### src/sv/mclb_pkg.sv
// Shared types and constants for the multi-channel LED blinker.
// Used by mclb_chan_unit and multi_channel_led_blinker_unit; no dependencies.

package mclb_pkg;

    // default sizing
    localparam int CHANNELS_DEF  = 16;
    localparam int TIME_BITS_DEF = 16;

    // width of the channel masks and of the pin word
    localparam int MASK_BITS = 16;

    // cycle target code that means flash forever
    localparam logic [15:0] FOREVER_MARK = 16'hFFFF;

    // command codes
    typedef enum logic [2:0] {
        CMD_TICK      = 3'd0,
        CMD_START     = 3'd1,
        CMD_STOP      = 3'd2,
        CMD_FORCE_ON  = 3'd3,
        CMD_FORCE_OFF = 3'd4,
        CMD_QUERY     = 3'd5
    } cmd_t;

    // configuration register indexes
    typedef enum logic [0:0] {
        CFG_REGISTERED = 1'b0,
        CFG_POLARITY   = 1'b1
    } cfg_reg_t;

    // sequencer states
    typedef enum logic [1:0] {
        ST_IDLE,
        ST_FETCH,
        ST_RUN,
        ST_RESULT
    } state_t;

    // control handed to the channel update unit
    typedef struct packed {
        cmd_t cmd;
        logic reg_ok;
    } ctrl_t;

endpackage

### src/sv/multi_channel_led_blinker_unit.sv
// Multi-channel LED blinker: command input, result output, channel state memory.
// Depends on mclb_pkg and mclb_chan_unit.
//
// Usage:
//   Configuration words (cfg_index 0 registered mask, 1 polarity mask) are
//   written with cfg_valid/cfg_ready; cfg_ready is always high and writes
//   are meant for idle periods only.
//   Command words enter on in_valid/in_stall and each gives exactly one
//   result word (pin_levels, flash_done) on out_valid/out_stall.
//   One channel record is read from the state memory and updated per cycle
//   by the shared update unit, with the next read overlapped.
//   After accept, a tick or an all-channels command passes the fetch state,
//   the run state, which updates every channel in turn, and the result
//   state; a single-channel command or query updates only its channel, and
//   an ignored command goes straight to the result state. in_stall stays
//   high from accept until the result is loaded into the output register.
//   Reset clears all channel state (per-entry valid bits), turns all lamps
//   off, clears the registered mask and sets the polarity mask to all ones.
//   While the receiver stalls, the result word holds; a following command
//   may be accepted and run, and its result waits until the output frees.

module multi_channel_led_blinker_unit #(
    parameter int CHANNELS  = mclb_pkg::CHANNELS_DEF,
    parameter int TIME_BITS = mclb_pkg::TIME_BITS_DEF
) (
    input  logic        clk,
    input  logic        rst_n,
    input  logic        cfg_valid,
    output logic        cfg_ready,
    input  logic [0:0]  cfg_index,
    input  logic [15:0] cfg_data,
    input  logic        in_valid,
    output logic        in_stall,
    input  logic [2:0]  cmd,
    input  logic [3:0]  channel,
    input  logic        all_channels,
    input  logic [15:0] on_ticks,
    input  logic [15:0] off_ticks,
    input  logic [15:0] cycle_target,
    output logic        out_valid,
    input  logic        out_stall,
    output logic [15:0] pin_levels,
    output logic        flash_done
);

    localparam int IDX_W = (CHANNELS > 1) ? $clog2(CHANNELS) : 1;
    localparam int REC_W = 3 * TIME_BITS + 34;

    // control registers
    mclb_pkg::state_t state_reg, state_next;
    logic [IDX_W-1:0] idx_reg, idx_next;
    logic             sweep_reg, sweep_next;
    logic             out_valid_reg, out_valid_next;
    logic [15:0]      registered_reg;
    logic [15:0]      polarity_reg;
    logic [CHANNELS-1:0] lamp_reg, lamp_next;
    logic [CHANNELS-1:0] valid_reg;
    logic             rd_valid_reg;

    // payload registers
    mclb_pkg::cmd_t   cmd_reg, cmd_next;
    logic [15:0]      on_ticks_reg, off_ticks_reg, target_reg;
    logic             done_reg, done_next;
    logic [15:0]      pin_levels_reg, pin_levels_next;
    logic             flash_done_reg, flash_done_next;
    logic [REC_W-1:0] rd_data_reg;

    // memory
    logic [REC_W-1:0] mem [CHANNELS];
    logic [IDX_W-1:0] rd_addr;
    logic             mem_we;
    logic [REC_W-1:0] wr_data;
    logic [REC_W-1:0] rec_rd;

    // accept decode
    mclb_pkg::cmd_t   cmd_in;
    logic             accept;
    logic             ch_ok;
    logic             go_sweep, go_single;
    logic             last;
    logic [15:0]      lamp16;

    // unit connections
    mclb_pkg::ctrl_t      ctrl;
    logic                 r_lit, r_en, u_lit, u_en, u_lamp, u_done;
    logic [TIME_BITS-1:0] r_phase, r_on, r_off, u_phase, u_on, u_off;
    logic [15:0]          r_cyc, r_tgt, u_cyc, u_tgt;

    assign cfg_ready  = 1'b1;
    assign in_stall   = (state_reg != mclb_pkg::ST_IDLE);
    assign out_valid  = out_valid_reg;
    assign pin_levels = pin_levels_reg;
    assign flash_done = flash_done_reg;

    assign accept = in_valid && !in_stall;
    assign cmd_in = mclb_pkg::cmd_t'(cmd);
    assign ch_ok  = (32'(channel) < CHANNELS);

    // decide how a new command word is processed
    always_comb
    begin
        go_sweep  = 1'b0;
        go_single = 1'b0;
        case (cmd_in)
            mclb_pkg::CMD_TICK:
            begin
                go_sweep = 1'b1;
            end
            mclb_pkg::CMD_START, mclb_pkg::CMD_STOP,
            mclb_pkg::CMD_FORCE_ON, mclb_pkg::CMD_FORCE_OFF:
            begin
                if (!((cmd_in == mclb_pkg::CMD_START) && (on_ticks == 16'd0)))
                begin
                    go_sweep  = all_channels;
                    go_single = !all_channels && ch_ok;
                end
            end
            mclb_pkg::CMD_QUERY:
            begin
                go_single = ch_ok;
            end
            default:
            begin
            end
        endcase
    end

    // channel record read side: unwritten entries read as reset value
    assign rec_rd = rd_valid_reg ? rd_data_reg : '0;
    assign {r_lit, r_en, r_phase, r_cyc, r_on, r_off, r_tgt} = rec_rd;
    assign wr_data = {u_lit, u_en, u_phase, u_cyc, u_on, u_off, u_tgt};

    assign ctrl.cmd    = cmd_reg;
    assign ctrl.reg_ok = (32'(idx_reg) < mclb_pkg::MASK_BITS) && registered_reg[4'(idx_reg)];

    assign last = sweep_reg ? (32'(idx_reg) == CHANNELS - 1) : 1'b1;

    mclb_chan_unit #(
        .TIME_BITS (TIME_BITS)
    ) u_chan (
        .ctrl         (ctrl),
        .on_ticks     (on_ticks_reg),
        .off_ticks    (off_ticks_reg),
        .cycle_target (target_reg),
        .lit_in       (r_lit),
        .en_in        (r_en),
        .lamp_in      (lamp_reg[idx_reg]),
        .phase_in     (r_phase),
        .on_in        (r_on),
        .off_in       (r_off),
        .cyc_in       (r_cyc),
        .tgt_in       (r_tgt),
        .lit_out      (u_lit),
        .en_out       (u_en),
        .lamp_out     (u_lamp),
        .phase_out    (u_phase),
        .on_out       (u_on),
        .off_out      (u_off),
        .cyc_out      (u_cyc),
        .tgt_out      (u_tgt),
        .done         (u_done)
    );

    // pin levels follow polarity; channels beyond the bank read as lamp off
    assign lamp16 = 16'(lamp_reg);

    // sequencer next state and outputs
    always_comb
    begin
        state_next      = state_reg;
        idx_next        = idx_reg;
        sweep_next      = sweep_reg;
        cmd_next        = cmd_reg;
        done_next       = done_reg;
        lamp_next       = lamp_reg;
        out_valid_next  = out_valid_reg && out_stall;
        pin_levels_next = pin_levels_reg;
        flash_done_next = flash_done_reg;
        rd_addr         = idx_reg;
        mem_we          = 1'b0;
        case (state_reg)
            mclb_pkg::ST_IDLE:
            begin
                if (accept)
                begin
                    cmd_next   = cmd_in;
                    sweep_next = go_sweep;
                    done_next  = 1'b0;
                    idx_next   = go_sweep ? '0 : IDX_W'(channel);
                    state_next = (go_sweep || go_single) ? mclb_pkg::ST_FETCH
                                                         : mclb_pkg::ST_RESULT;
                end
            end
            mclb_pkg::ST_FETCH:
            begin
                state_next = mclb_pkg::ST_RUN;
            end
            mclb_pkg::ST_RUN:
            begin
                // update current channel, prefetch the next one
                rd_addr = last ? idx_reg : idx_reg + 1'b1;
                if (cmd_reg == mclb_pkg::CMD_QUERY)
                begin
                    done_next = u_done;
                end
                else
                begin
                    mem_we             = 1'b1;
                    lamp_next[idx_reg] = u_lamp;
                end
                if (last)
                begin
                    state_next = mclb_pkg::ST_RESULT;
                end
                else
                begin
                    idx_next = idx_reg + 1'b1;
                end
            end
            mclb_pkg::ST_RESULT:
            begin
                if (!out_valid_reg || !out_stall)
                begin
                    out_valid_next  = 1'b1;
                    pin_levels_next = ~(lamp16 ^ polarity_reg);
                    flash_done_next = done_reg;
                    state_next      = mclb_pkg::ST_IDLE;
                end
            end
            default:
            begin
                state_next = mclb_pkg::ST_IDLE;
            end
        endcase
    end

    // control registers
    always_ff @(posedge clk or negedge rst_n)
    begin
        if (!rst_n)
        begin
            state_reg      <= mclb_pkg::ST_IDLE;
            idx_reg        <= '0;
            sweep_reg      <= 1'b0;
            out_valid_reg  <= 1'b0;
            registered_reg <= 16'h0000;
            polarity_reg   <= 16'hFFFF;
            lamp_reg       <= '0;
            valid_reg      <= '0;
            rd_valid_reg   <= 1'b0;
        end
        else
        begin
            state_reg     <= state_next;
            idx_reg       <= idx_next;
            sweep_reg     <= sweep_next;
            out_valid_reg <= out_valid_next;
            lamp_reg      <= lamp_next;
            rd_valid_reg  <= valid_reg[rd_addr];
            if (mem_we)
            begin
                valid_reg[idx_reg] <= 1'b1;
            end
            if (cfg_valid && cfg_ready)
            begin
                case (mclb_pkg::cfg_reg_t'(cfg_index))
                    mclb_pkg::CFG_REGISTERED: registered_reg <= cfg_data;
                    mclb_pkg::CFG_POLARITY:   polarity_reg   <= cfg_data;
                    default:
                    begin
                    end
                endcase
            end
        end
    end

    // payload registers
    always_ff @(posedge clk)
    begin
        cmd_reg        <= cmd_next;
        done_reg       <= done_next;
        pin_levels_reg <= pin_levels_next;
        flash_done_reg <= flash_done_next;
        if (accept)
        begin
            on_ticks_reg  <= on_ticks;
            off_ticks_reg <= off_ticks;
            target_reg    <= cycle_target;
        end
    end

    // channel state memory
    always_ff @(posedge clk)
    begin
        if (mem_we)
        begin
            mem[idx_reg] <= wr_data;
        end
        rd_data_reg <= mem[rd_addr];
    end

`ifndef SYNTHESIS
    // a result word only appears after the result state
    assert property (@(posedge clk) disable iff (!rst_n)
        $rose(out_valid_reg) |-> $past(state_reg == mclb_pkg::ST_RESULT))
        else $error("result word without result state");

    // the sweep index stays inside the bank while updating
    assert property (@(posedge clk) disable iff (!rst_n)
        (state_reg == mclb_pkg::ST_RUN) |-> (32'(idx_reg) < CHANNELS))
        else $error("channel index out of range");

    // an accepted command always leaves idle
    assert property (@(posedge clk) disable iff (!rst_n)
        accept |=> (state_reg != mclb_pkg::ST_IDLE))
        else $error("accepted command not processed");

    // a single-channel command finishes after one update
    assert property (@(posedge clk) disable iff (!rst_n)
        (state_reg == mclb_pkg::ST_RUN && !sweep_reg) |=>
            (state_reg == mclb_pkg::ST_RESULT))
        else $error("single-channel command did not finish");

    // the memory is written only by the update step
    assert property (@(posedge clk) disable iff (!rst_n)
        mem_we |-> (state_reg == mclb_pkg::ST_RUN && cmd_reg != mclb_pkg::CMD_QUERY))
        else $error("unexpected state memory write");
`endif

endmodule

### src/sv/mclb_chan_unit.sv
// Shared per-channel update unit: applies one command or one tick to one channel record.
// Depends on mclb_pkg.

module mclb_chan_unit #(
    parameter int TIME_BITS = mclb_pkg::TIME_BITS_DEF
) (
    input  mclb_pkg::ctrl_t        ctrl,
    input  logic [15:0]            on_ticks,
    input  logic [15:0]            off_ticks,
    input  logic [15:0]            cycle_target,
    input  logic                   lit_in,
    input  logic                   en_in,
    input  logic                   lamp_in,
    input  logic [TIME_BITS-1:0]   phase_in,
    input  logic [TIME_BITS-1:0]   on_in,
    input  logic [TIME_BITS-1:0]   off_in,
    input  logic [15:0]            cyc_in,
    input  logic [15:0]            tgt_in,
    output logic                   lit_out,
    output logic                   en_out,
    output logic                   lamp_out,
    output logic [TIME_BITS-1:0]   phase_out,
    output logic [TIME_BITS-1:0]   on_out,
    output logic [TIME_BITS-1:0]   off_out,
    output logic [15:0]            cyc_out,
    output logic [15:0]            tgt_out,
    output logic                   done
);

    localparam logic [TIME_BITS-1:0] TMAX = '1;

    logic [TIME_BITS-1:0] bumped;
    logic [15:0]          cyc_bump;
    logic                 counted;

    // saturating counters and target test
    assign bumped   = (phase_in == TMAX) ? phase_in : phase_in + 1'b1;
    assign cyc_bump = (cyc_in == 16'hFFFF) ? cyc_in : cyc_in + 16'd1;
    assign counted  = (tgt_in != 16'd0) && (tgt_in != mclb_pkg::FOREVER_MARK);
    assign done     = (cyc_in >= tgt_in);

    // next record
    always_comb
    begin
        lit_out   = lit_in;
        en_out    = en_in;
        lamp_out  = lamp_in;
        phase_out = phase_in;
        on_out    = on_in;
        off_out   = off_in;
        cyc_out   = cyc_in;
        tgt_out   = tgt_in;
        if (ctrl.reg_ok)
        begin
            case (ctrl.cmd)
                mclb_pkg::CMD_TICK:
                begin
                    if (en_in && (off_in != '0))
                    begin
                        phase_out = bumped;
                        if (lit_in)
                        begin
                            // end of the lit phase
                            if (bumped >= on_in)
                            begin
                                lamp_out  = 1'b0;
                                phase_out = '0;
                                lit_out   = 1'b0;
                            end
                        end
                        else if (bumped >= off_in)
                        begin
                            // end of the dark phase: one cycle finished
                            if (counted && (cyc_bump >= tgt_in))
                            begin
                                cyc_out = cyc_bump;
                                en_out  = 1'b0;
                                off_out = '0;
                            end
                            else
                            begin
                                if (counted)
                                begin
                                    cyc_out = cyc_bump;
                                end
                                phase_out = '0;
                                lit_out   = 1'b1;
                                lamp_out  = 1'b1;
                            end
                        end
                    end
                end
                mclb_pkg::CMD_START:
                begin
                    on_out    = TIME_BITS'(on_ticks);
                    off_out   = TIME_BITS'(off_ticks);
                    tgt_out   = cycle_target;
                    phase_out = '0;
                    lit_out   = 1'b1;
                    cyc_out   = 16'd0;
                    en_out    = 1'b1;
                    lamp_out  = 1'b1;
                end
                mclb_pkg::CMD_STOP:
                begin
                    on_out    = '0;
                    off_out   = '0;
                    phase_out = '0;
                    en_out    = 1'b0;
                    tgt_out   = 16'd0;
                    cyc_out   = 16'd0;
                    lamp_out  = 1'b0;
                end
                mclb_pkg::CMD_FORCE_ON:
                begin
                    lamp_out = 1'b1;
                end
                mclb_pkg::CMD_FORCE_OFF:
                begin
                    lamp_out = 1'b0;
                end
                default:
                begin
                end
            endcase
        end
    end

endmodule
### config.mk
export PLATFORM = sky130hd
export DESIGN_NAME = multi_channel_led_blinker_unit
export DESIGN_NICKNAME = d
export VERILOG_FILES = /design/src/sv/mclb_pkg.sv /design/src/sv/multi_channel_led_blinker_unit.sv /design/src/sv/mclb_chan_unit.sv
export SDC_FILE = /design/constraint.sdc
export NUM_CORES = 2
export LEC_CHECK = 0
export BUFFER_PORTS_ARGS = -buffer_cell sky130_fd_sc_hd__buf_4
export CORE_AREA = 4 4 336 338
export DETAILED_ROUTE_END_ITERATION = 10
export DIE_AREA = 0 0 340 342
export HOLD_SLACK_MARGIN = 0.02
export PLACE_DENSITY = 0.71
export SYNTH_ARGS = -nofsm -noshare
export SYNTH_HDL_FRONTEND = slang
export SYNTH_SLANG_ARGS = --single-unit
### constraint.sdc
create_clock -name clk -period 10.9 [get_ports clk]
set_input_delay 0 -clock clk [delete_from_list [all_inputs] [get_ports clk]]
set_output_delay 0 -clock clk [all_outputs]
set_load 0.05 [all_outputs]
==> results.md <==
* Setup WS post-layout at 4.12 ns
* Worst-Margin Slew at 1.31 ns
* Slew Viols, Final at 0
* Hold Vio Cnt, Final at 0
* Max rail drop VDD at 0.000281 V
* # rows at 122
* Part of the Yosys area used for sequential elements at 74.6%
* Wire per inst at 29.8 um
* Type of element launching the critical path: register
* Share of flip-flops with an asynchronous set or reset at 4.75%
* Final ANT Viol Nets at 0
* CTS Buf Count at 154
* Die ar. at approximately 120,000 um2
* Synth Instances at 3,052
* Worst-case clock buffer depth at 3
* Arr. time, crit path at 7.17 ns
* Fillers at 7,384
* Share of layout cells above drive strength 1 at roughly a quarter
* Leak at 0.0232 uW
* Fmax at 0.147 GHz
* Initial DRC Count at 3,816
* Drc violations at 0
* Hold Startpoint: cfg_data[14]
* Setup Skew at about 0.043 ns
* Largest net degree at the start of global routing at 126
* FF+latch count, synth at about 1,500
* Outcome: finished clean
* Min Hold Slack at about 0.064 ns
* Hpwl dp at around 79 mm
* Starting Density at 54.7%
* Clock latency on the worst-skew pair at ~0.77 ns
* RR Startpoint: rd_valid_reg$_DFF_PN0_
* Worst-path clk slew at around 0.060 ns
* Initial antenna violation count at 0
* RR Endpoint: mem[6][67]$_DFFE_PP_
* PD cells at 298 nW/um2
* Syn Area/Cell at approximately 20 um2
* Post-Syn Nets at 3,204
* Clk sinks at 1,536
* I/O pin count at 98
* Congestion Overflow GR at 0
* Post-CTS Setup Bufs at 0
* Max FFs per register at roughly 1,300
* Core area at 110,000 um2
* Finished layout cell area at about 69,000 um2
* Most common cell after layout, fill and taps aside: edfxtp_1
* H-tree levels at 4
* Critical path type: register to register
* Register area at 45,000 um2
* Multi-input logic area at roughly 15,000 um2
* Post-route clock period utilization at 62.2%
* Slew headroom at 11.9%
* Commonest non-fill, non-tap cells in the layout: 1,381 x edfxtp_1, 340 x mux4_2, 214 x nand2_1
* Vias at about 32,000
* Number of synthesized flops with an enable pin at approximately 1,400
* Worst Hold Path EP: registered_reg[14]$_DFFE_PN0P_
* Port Buffer Count at 96
* Synth Warn # at 0
* Final setup viols at 0
* Top FF cell, synth: edfxtp_1
* Vias per inst at about 6.4
* Max-cap violations at 0
* Crit end category: register
* Worst-path maximum fanout at 57
* Hold path depth at 3
* Worst min path class: input port to register
* Unrepaired setup endpoints after global routing: false
* R2r setup slk at 4.12 ns
* Placed inst area at around 63,000 um2
* Root cell of the clock tree: clkbuf_16
* Worst-case reg-to-reg path depth at 17
* CP required at 11.29 ns
* Synth Cell Area at 60,200 um2
* Final #Nets at 3,510
* First-pass GRT wire length at 220 mm
* GPL Wtd Cong at 0.889
* Overall Power at approximately 21,000 uW
* Pre-CTS setup slack at 4.33 ns
* Global-route usage over all layers at 25.8%
* Synth cell types at 87
* Setup TNS at 0 ns
* Die Ht at between 300 and 400 um
* P&R area growth vs syn at 15.1%
* Die Wd at 340 um
* Min Tclk post-route at approximately 6.8 ns
* Vias in the first global route at around 33,000
* Pre-antenna DRT Iters at 5
* CTS tree: yes
* Ant diodes at 0
* Total wire length at 148 mm
## metrics by stage
step           util [%]  std cells
2_1_floorplan         -       3052
3_3_place_gp       57.0       4546
3_5_place_dp       57.0       4546
4_1_cts            63.0       4977
5_1_grt            63.0       4977
6_report           63.0       4977
## kinds of logic after synthesis
logic type / count (synthesis) / synth area share [%]
other cells: 1 / 0.00623
fa+ha+maj: 74 / 1.54
simple gates: 440 / 3.38
xor+xnor: 44 / 0.671
buf+inv: 180 / 1.46
compound gates: 398 / 4.85
flops: 1536 / 74.6
mux: 379 / 13.5
## worst max-delay path, cell delays in order, from the launching register on
cell,delay [ns]
dfrtp_4,0.83
buf_4,0.65
nand2_1,0.19
inv_1,0.14
ha_1,0.21
nand4_1,0.14
nor4_1,0.42
nand3_1,0.37
nand2_1,0.18
xor2_1,0.33
ha_1,0.32
a211oi_1,0.21
o21ai_1,0.11
a21oi_1,0.16
o211ai_1,0.20
a21boi_2,0.67
nand2_1,0.26
o22ai_1,0.98
## synthesized netlist by cell type, types with 34 or more instances
library cell,count,area share [%]
nand2_1,214,1.3
nor2_1,74,0.46
clkbuf_1,60,0.37
mux2_2,34,0.64
edfxtp_1,1381,69
dfrtp_1,57,2.4
buf_2,53,0.44
ha_1,74,1.5
a22oi_1,167,2.1
buf_4,34,0.42
dfxtp_1,82,2.7
mux4_2,340,13
## how the worst max path moves through the flow
stage / to / slack [ns] / startpoint / cells past startpoint
after floorplan: valid_reg[0]$_DFFE_PN0P_ / 3.19 / state_reg[0]$_DFFE_PN0P_ / 8
after global placement: mem[4][28]$_DFFE_PP_ / 4.52 / rd_valid_reg$_DFF_PN0_ / 17
after detailed placement: mem[6][67]$_DFFE_PP_ / 4.33 / rd_valid_reg$_DFF_PN0_ / 17
after CTS: mem[6][67]$_DFFE_PP_ / 4.33 / rd_valid_reg$_DFF_PN0_ / 17
after global routing: mem[10][67]$_DFFE_PP_ / 3.79 / rd_valid_reg$_DFF_PN0_ / 17
final: mem[6][67]$_DFFE_PP_ / 4.12 / rd_valid_reg$_DFF_PN0_ / 17
## repair_timing
| action | in CTS | in global routing |
|---|---|---|
| resized for setup | 0 | 0 |
| setup endpoints to repair | 0 | 0 |
| endpoints found under the hold margin | 181 | 0 |
| hold buffers | 144 | 0 |
## layer usage
layer	GRT usage, %	vias to the layer above	part of all wire, %
met5	0	-	0
met4	7.71	0	2.7
met3	3.99	246	8.0
met2	42.9	1548	50
met1	35.9	16900	39
li1	-	13200	-
## cell type report
cell class | instances | area share, %
Clock buffer | 212 | 6.12
Tap cell | 1488 | 2.69
Clock inverter | 75 | 1.29
Inverter | 27 | 0.146
Timing Repair Buffer | 303 | 3.92
Multi-Input combinational cell | 1336 | 21.0
Sequential cell | 1536 | 64.8
## report_power, final
part | internal, uW | switching, uW
clock network | 3050 | 2220
logic | 2750 | 4230
registers | 7920 | 475
No activity file was read; power rests on OpenSTA's default activity.
